==> config.mk <==
export PLATFORM = sky130hd
export DESIGN_NAME = worker_ready_queue_with_expiry
export DESIGN_NICKNAME = d
export VERILOG_FILES = /design/src/hw/rtl/wrq_pkg.sv /design/src/hw/rtl/worker_ready_queue_with_expiry.sv
export SDC_FILE = /design/constraint.sdc
export NUM_CORES = 2
export LEC_CHECK = 0
export ABC_AREA = 1
export BUFFER_PORTS_ARGS = -buffer_cell sky130_fd_sc_hd__buf_2
export CAP_MARGIN = 10
export CORE_MARGIN = 1
export CORE_UTILIZATION = 39
export CTS_BUF_LIST = sky130_fd_sc_hd__clkbuf_4
export DETAILED_ROUTE_END_ITERATION = 8
export GPL_ROUTABILITY_DRIVEN = 0
export PLACE_DENSITY = 0.59
export SYNTH_ARGS = -nofsm -noshare
export SYNTH_HDL_FRONTEND = slang
export SYNTH_SLANG_ARGS = --single-unit
==> constraint.sdc <==
create_clock -name clk -period 14.9 [get_ports clk]
set_clock_uncertainty 0.15 [all_clocks]
set_input_delay 3.725 -clock clk [delete_from_list [all_inputs] [get_ports clk]]
set_output_delay 3.725 -clock clk [all_outputs]
set_load 0.01 [all_outputs]
==> src/hw/rtl/wrq_pkg.sv <==
// ----------------------------------------------------------------------------
// wrq_pkg
// Types and codes shared by the worker ready queue.
// ----------------------------------------------------------------------------
package wrq_pkg;

	localparam int REQ_BITS = 3;
	localparam int STATUS_BITS = 3;
	localparam int CNT_OUT_BITS = 5;
	localparam int FIELD_ID_BITS = 32;
	localparam int LIFE_BITS = 16;
	localparam logic [LIFE_BITS-1:0] LIFE_RESET = 16'd3000;

	typedef enum logic [REQ_BITS-1:0] {
		REQ_READY     = 3'd0,
		REQ_HEARTBEAT = 3'd1,
		REQ_RELEASE   = 3'd2,
		REQ_DEQUEUE   = 3'd3,
		REQ_TICK      = 3'd4
	} req_t;

	typedef enum logic [STATUS_BITS-1:0] {
		ST_OK     = 3'd0,
		ST_DUP    = 3'd1,
		ST_ABSENT = 3'd2,
		ST_EMPTY  = 3'd3,
		ST_FULL   = 3'd4
	} status_t;

	typedef struct packed {
		logic [REQ_BITS-1:0]      req_type;
		logic [FIELD_ID_BITS-1:0] worker_id;
	} wrq_in_t;

	typedef struct packed {
		logic [FIELD_ID_BITS-1:0] served_id;
		logic [STATUS_BITS-1:0]   status;
		logic [CNT_OUT_BITS-1:0]  occupancy;
		logic [CNT_OUT_BITS-1:0]  purged_count;
	} wrq_out_t;

	typedef enum logic [2:0] {
		FSM_IDLE,
		FSM_SCAN,
		FSM_DECIDE,
		FSM_MOVE,
		FSM_DONE
	} fsm_t;

endpackage

==> src/hw/rtl/worker_ready_queue_with_expiry.sv <==
// ----------------------------------------------------------------------------
// worker_ready_queue_with_expiry
// Ordered queue of idle workers with expiry, held in one synchronous memory.
// ----------------------------------------------------------------------------
// Channel   Direction  Signals
// request   in         start, busy, req
// result    out        done, rsp
// config    in         psel, penable, pwrite, paddr, pwdata, prdata, pready
//
// An item passes from acceptance to the result strobe through one pass over the
// live entries, one entry per cycle through the single read port, that searches
// and compacts together, then the DECIDE and DONE states. busy is high from
// acceptance until the cycle of the result strobe, in which the next item can
// already be accepted.
// Reset clears the count and the tick clock and sets the lifetime to 3000.
// The result is shown for one cycle and cannot be stalled.
module worker_ready_queue_with_expiry import wrq_pkg::*; #(
	parameter int QUEUE_DEPTH = 16,
	parameter int ID_BITS = 32,
	parameter int TIME_BITS = 32
) (
	input  logic          clk,
	input  logic          arst_n,
	input  logic          start,
	output logic          busy,
	input  wrq_in_t       req,
	output logic          done,
	output wrq_out_t      rsp,
	input  logic          psel,
	input  logic          penable,
	input  logic          pwrite,
	input  logic [1:0]    paddr,
	input  logic [31:0]   pwdata,
	output logic [31:0]   prdata,
	output logic          pready
);

	localparam int AW = (QUEUE_DEPTH > 1) ? $clog2(QUEUE_DEPTH) : 1;
	localparam int CW = $clog2(QUEUE_DEPTH + 1);
	localparam int EW = ID_BITS + TIME_BITS;

	logic [EW-1:0] mem [QUEUE_DEPTH];
	logic [EW-1:0] rd_data_q;
	logic          mem_we;
	logic [AW-1:0] mem_waddr;
	logic [EW-1:0] mem_wdata;
	logic [AW-1:0] mem_raddr;

	fsm_t state_q, state_d;
	logic [CW-1:0] count_q, rd_q, wr_q, removed_q, pos_q;
	logic [CW-1:0] count_d, rd_d, wr_d, removed_d, pos_d;
	logic          found_q, found_d;
	logic          rd_valid_q;
	logic [TIME_BITS-1:0] now_q, now_d;
	logic [LIFE_BITS-1:0] life_q;
	logic [REQ_BITS-1:0]  op_q;
	logic [ID_BITS-1:0]   id_q;
	logic [ID_BITS-1:0]   served_q, served_d;
	logic [STATUS_BITS-1:0] status_q, status_d;
	logic [CW-1:0] occ_q, occ_d, purged_q, purged_d;

	logic [ID_BITS-1:0]   rd_id;
	logic [TIME_BITS-1:0] rd_exp, diff, fresh_exp;
	logic                 rd_expired, match;
	logic                 accept;

	assign accept = start && !busy;
	assign rd_id = rd_data_q[EW-1:TIME_BITS];
	assign rd_exp = rd_data_q[TIME_BITS-1:0];
	assign diff = now_q - rd_exp;
	assign rd_expired = (diff != '0) && !diff[TIME_BITS-1];
	assign match = (rd_id == id_q);
	assign fresh_exp = now_q + TIME_BITS'(life_q);

	assign pready = 1'b1;
	assign prdata = (paddr == 2'd0) ? 32'(life_q) : 32'd0;

	always_ff @(posedge clk) begin
		if (mem_we) begin
			mem[mem_waddr] <= mem_wdata;
		end
		rd_data_q <= mem[mem_raddr];
	end

	always_ff @(posedge clk or negedge arst_n) begin
		if (!arst_n) begin
			life_q <= LIFE_RESET;
		end else if (psel && penable && pwrite && paddr == 2'd0) begin
			life_q <= pwdata[LIFE_BITS-1:0];
		end
	end

	// The scan walks rd over the live entries; wr is the compaction write
	// pointer. A read issued in one cycle is examined in the next.
	always_comb begin
		state_d = state_q;
		count_d = count_q;
		rd_d = rd_q;
		wr_d = wr_q;
		removed_d = removed_q;
		pos_d = pos_q;
		found_d = found_q;
		now_d = now_q;
		served_d = served_q;
		status_d = status_q;
		occ_d = occ_q;
		purged_d = purged_q;
		mem_we = 1'b0;
		mem_waddr = wr_q[AW-1:0];
		mem_wdata = rd_data_q;
		mem_raddr = rd_q[AW-1:0];
		unique case (state_q)
			FSM_IDLE: begin
				if (accept) begin
					rd_d = '0;
					wr_d = '0;
					removed_d = '0;
					found_d = 1'b0;
					pos_d = '0;
					served_d = '0;
					status_d = ST_OK;
					purged_d = '0;
					mem_raddr = '0;
					if (req.req_type == REQ_TICK) begin
						now_d = now_q + 1'b1;
					end
					state_d = FSM_SCAN;
				end
			end
			FSM_SCAN: begin
				// Issue reads 0..count-1; rd_valid_q marks data present.
				if (rd_valid_q) begin
					priority if (op_q == REQ_TICK) begin
						if (rd_expired) begin
							removed_d = removed_q + 1'b1;
						end else begin
							mem_we = 1'b1;
							wr_d = wr_q + 1'b1;
						end
					end else if (op_q == REQ_DEQUEUE) begin
						if (wr_q == '0) begin
							served_d = rd_id;
						end else begin
							mem_we = 1'b1;
							mem_waddr = AW'(wr_q - 1'b1);
						end
						wr_d = wr_q + 1'b1;
					end else if (op_q == REQ_READY) begin
						if (found_q) begin
							mem_we = 1'b1;
							mem_waddr = AW'(wr_q - 1'b1);
						end else if (match) begin
							found_d = 1'b1;
						end
						wr_d = wr_q + 1'b1;
					end else begin
						if (!found_q && match) begin
							found_d = 1'b1;
							pos_d = wr_q;
						end
						wr_d = wr_q + 1'b1;
					end
				end
				if (rd_q < count_q) begin
					rd_d = rd_q + 1'b1;
				end else if (!rd_valid_q || rd_q == count_q) begin
					state_d = FSM_DECIDE;
				end
			end
			FSM_DECIDE: begin
				mem_wdata = {id_q, fresh_exp};
				unique case (op_q)
					REQ_READY: begin
						if (found_q) begin
							mem_we = 1'b1;
							mem_waddr = AW'(count_q - 1'b1);
						end else if (count_q >= CW'(QUEUE_DEPTH)) begin
							status_d = ST_FULL;
						end else begin
							mem_we = 1'b1;
							mem_waddr = count_q[AW-1:0];
							count_d = count_q + 1'b1;
						end
					end
					REQ_HEARTBEAT: begin
						if (found_q) begin
							mem_we = 1'b1;
							mem_waddr = pos_q[AW-1:0];
						end else begin
							status_d = ST_ABSENT;
						end
					end
					REQ_RELEASE: begin
						if (found_q) begin
							status_d = ST_DUP;
						end else if (count_q >= CW'(QUEUE_DEPTH)) begin
							status_d = ST_FULL;
						end else begin
							mem_we = 1'b1;
							mem_waddr = count_q[AW-1:0];
							count_d = count_q + 1'b1;
						end
					end
					REQ_DEQUEUE: begin
						if (count_q == '0) begin
							status_d = ST_EMPTY;
						end else begin
							count_d = count_q - 1'b1;
						end
					end
					REQ_TICK: begin
						count_d = wr_q;
						purged_d = removed_q;
					end
					default: begin
					end
				endcase
				state_d = FSM_DONE;
			end
			FSM_DONE: begin
				occ_d = count_q;
				state_d = FSM_IDLE;
			end
			default: begin
				state_d = FSM_IDLE;
			end
		endcase
	end

	always_ff @(posedge clk or negedge arst_n) begin
		if (!arst_n) begin
			state_q <= FSM_IDLE;
			count_q <= '0;
			now_q <= '0;
			rd_valid_q <= 1'b0;
			done <= 1'b0;
		end else begin
			state_q <= state_d;
			count_q <= count_d;
			now_q <= now_d;
			rd_valid_q <= (state_d == FSM_SCAN) && (rd_d != '0) && (rd_d <= count_q)
				&& (state_q == FSM_IDLE || rd_d != rd_q);
			done <= (state_q == FSM_DONE);
		end
	end

	always_ff @(posedge clk) begin
		rd_q <= rd_d;
		wr_q <= wr_d;
		removed_q <= removed_d;
		pos_q <= pos_d;
		found_q <= found_d;
		served_q <= served_d;
		status_q <= status_d;
		occ_q <= occ_d;
		purged_q <= purged_d;
		if (accept) begin
			op_q <= req.req_type;
			id_q <= ID_BITS'(req.worker_id);
		end
	end

	assign busy = (state_q != FSM_IDLE);

	always_comb begin
		rsp = '0;
		rsp.served_id = FIELD_ID_BITS'(served_q);
		rsp.status = status_q;
		rsp.occupancy = CNT_OUT_BITS'(occ_q);
		rsp.purged_count = CNT_OUT_BITS'(purged_q);
	end

`ifndef ASSERT_OFF
	a_count_bound: assert property (@(posedge clk) disable iff (!arst_n)
		count_q <= CW'(QUEUE_DEPTH))
		else $error("queue count above depth");
	a_done_after_busy: assert property (@(posedge clk) disable iff (!arst_n)
		done |-> $past(busy))
		else $error("result without work");
	a_now_stable: assert property (@(posedge clk) disable iff (!arst_n)
		(state_q != FSM_IDLE) |=> $stable(now_q))
		else $error("clock moved during work");
`endif

endmodule
==> results.sh <==
export IMPL_ys_flop_type="edfxtp_1"
export IMPL_hold_slack_ns=0.352
export IMPL_dr_first_iter_drc_count=3083
export IMPL_final_cell_mix="edfxtp_1 (1119), nand2_1 (826), nor2_1 (712), clkbuf_4 (507), inv_1 (302)"
export IMPL_met3_length_mm=8.87
export IMPL_syn_cell_area_sq_um=54000
export IMPL_crit_arrival_ns=4.50
export IMPL_postCtsHoldBufs=0
export IMPL_grt_setup_unrepaired="false"
export IMPL_layout_min_cycle_time_ns=8.37
export IMPL_dpl_cell_area_sq_um=57000
export IMPL_fin_nets=5262
export IMPL_max_vdd_ir_drop_mv=0.169
export IMPL_rows=136
export IMPL_ys_ff_latch=1246
export IMPL_cp_required_ns=11.02
export IMPL_timing_setup_tns_ns=0
export IMPL_chipHeight_um=374
export IMPL_fmaxAchievable_mhz=119
export IMPL_core_sq_um=137000
export IMPL_vias_per_cell=5.22
export IMPL_grt_start_max_net_pins=203
export IMPL_ys_seq_area_share_pct=67.4
export IMPL_cts_sinks=1246
export IMPL_track_usage_pct=20.2
export IMPL_setup_viol_count_final=0
export IMPL_hp_class="reg2reg"
export IMPL_grt_overflow=0
export IMPL_finalHoldViolCount=0
export IMPL_min_period_over_period_pct=56.2
export IMPL_htree_levels=5
export IMPL_tritoncts="built"
export IMPL_critical_path_slowest_cell="inv_1"
export IMPL_start_util_pct=39.3
export IMPL_cp_max_fo=16
export IMPL_die_area_sq_um=140000
export IMPL_layout_commonest_cell="edfxtp_1"
export IMPL_clock_latency_ns=1.23
export IMPL_yosys_warnings=0
export IMPL_cts_setup_buffers=0
export IMPL_die_w_um=374
export IMPL_ys_types=59
export IMPL_drive_above_1_share_pct=17.8
export IMPL_final_max_slew_viol_count=0
export IMPL_highest_layer="met5"
export IMPL_maxCapViolations=0
export IMPL_grt_pass1_vias=35716
export IMPL_power_density_nw_per_um2=194
export IMPL_startpoint_type="input pin"
export IMPL_yosysTopAreaCell="edfxtp_1"
export IMPL_cts_root_buffer="clkbuf_4"
export IMPL_num_vias=37371
export IMPL_async_flop_share_pct=4.65
export IMPL_synth_top_area_share_pct=62.2
export IMPL_max_stage_delay_ns=0.23
export IMPL_critPathKind="in2out"
export IMPL_relSlewSlack_pct=18.0
export IMPL_place_detailed_hpwl_mm=77.1
export IMPL_cts_buffers=335
export IMPL_drtAntennaViolNets=0
export IMPL_io_pins=155
export IMPL_end_kind="primary output"
export IMPL_post_cts_resized=0
export IMPL_dr_wl_met2_mm=65.9
export IMPL_wl_per_cell_um=20.0
export IMPL_totalWireLength_mm=143
export IMPL_cts_path_max_buffers=4
export IMPL_worst_pin_slew_ns=1.23
export IMPL_crit_path_cell_trace="buf_2, nor2_1, inv_1, nor2_1, buf_2"
export IMPL_synth_area_leaders="edfxtp_1 (62%), nand2_1 (5.8%), nor2_1 (4.9%)"
export IMPL_fin_area_sq_um=61200
export IMPL_power_leakage_nw=22.7
export IMPL_synth_edf_count=1119
export IMPL_io_buffers=121
export IMPL_syn_mean_instance_area_sq_um=11.3
export IMPL_remaining_drc_errors=0
export IMPL_clkSlewWorstSetupHoldPaths_ns=0.06
export IMPL_drt_met1_wl_mm=65.1
export IMPL_antenna_found_initial=5
export IMPL_syn_inst=4791
export IMPL_status="complete, no violations"
export IMPL_grt_pass1_wl_mm=216
export IMPL_firstDrtPassIters=6
export IMPL_area_growth_pct=13.3
==> final timing paths <==
kind,startpoint,slack (ns),to,cells past startpoint
max,paddr[1],6.53,prdata[15],5
min reg2reg,life_q[4],0.35,life_q[4],2
min,life_q[4],0.35,life_q[4],2
max in group asynchronous,arst_n,11.46,now_q[24],2
max reg2reg,now_q[0],9.25,mem[5][40],19
min in group asynchronous,arst_n,2.55,count_q[2],2
==> synthesized netlist by cell type, types with 2 or more instances <==
library cell,number
dfrtp_1,51
inv_1,306
dfstp_2,7
fa_1,2
nor3_1,147
nand4_1,25
o31ai_1,129
o21ai_1,5
clkinv_1,4
nor2_1,712
nor2_2,8
conb_1,2
o211ai_1,135
o21bai_1,5
dfxtp_1,69
nand2_4,2
a21boi_0,3
a31oi_1,8
o21ai_0,242
nor4_1,5
buf_2,42
nor3_2,6
nand3_1,93
o22ai_1,76
nor2_4,4
ha_1,65
nand3_4,2
xor2_1,42
a21oi_1,91
edfxtp_1,1119
or2_2,132
nand2_2,7
and3_1,2
nand3b_1,6
nand2_1,829
buf_4,17
o221ai_1,5
clkbuf_1,185
inv_2,4
buf_1,12
xnor2_1,33
o2111ai_1,7
a211oi_1,129
==> per-stage QoR <==
step	total power, mW	cells	util, %	setup slack, ns
floorplan	7.54	4806	-	6.70
global placement	8.89	6575	41.4	6.56
detailed placement	8.93	6575	41.4	6.52
CTS	12.0	7152	44.5	6.52
global route	12.6	7163	44.5	6.46
finish	11.9	7163	44.5	6.53
==> critical path: cells and delay by family <==
kind | cells | cell delay, ns
buffers and inverters | 3 | 0.47
AND/OR/NAND/NOR | 2 | 0.30
==> logic make-up after synthesis <==
family                     after synthesis  synth area share (%)
and+or+nand+nor                       1986                  15.5
AOI/OAI and AO/OA                      844                  10.0
other                                    2                0.0139
xor gates and xnor gates                75                  1.22
buffers and inverters                  571                  4.20
adders and majority gates               67                  1.58
DFF                                   1246                  67.4
==> power by group <==
group | internal [mW] | leakage [nW] | switching (mW) | total [mW]
clock | 1.63 | 2.53 | 1.37 | 3.00
combinational | 1.16 | 8.79 | 2.84 | 4.00
sequential | 4.68 | 11.4 | 0.189 | 4.87
total | 7.48 | 22.7 | 4.40 | 11.9
==> registers in the layout, summed over array words and instances (netlist names), 16 cells and up <==
signal     count
id_q          32
life_q        16
now_q         32
mem         1024
rd_data_q     64
served_q      32
==> area by class of cell <==
cell class              count  area, sq um
clock buffers             507         3810
multi-input cells        2989        15600
repair buffers            234         1490
fillers                 12786        76300
clock inverters            70          402
inverters                 314         1200
diodes                      9         22.5
flip-flops and latches   1246        36400
well taps                1794         2240
==> routing by layer <==
metal / global-route usage [%] / up-vias
met4: 7.66 / 4
met3: 3.29 / 241
li1: - / 17751
met1: 28.3 / 18088
met5: 0 / -
met2: 31.6 / 1287
Note: power is estimated with default switching activity, not from simulation.
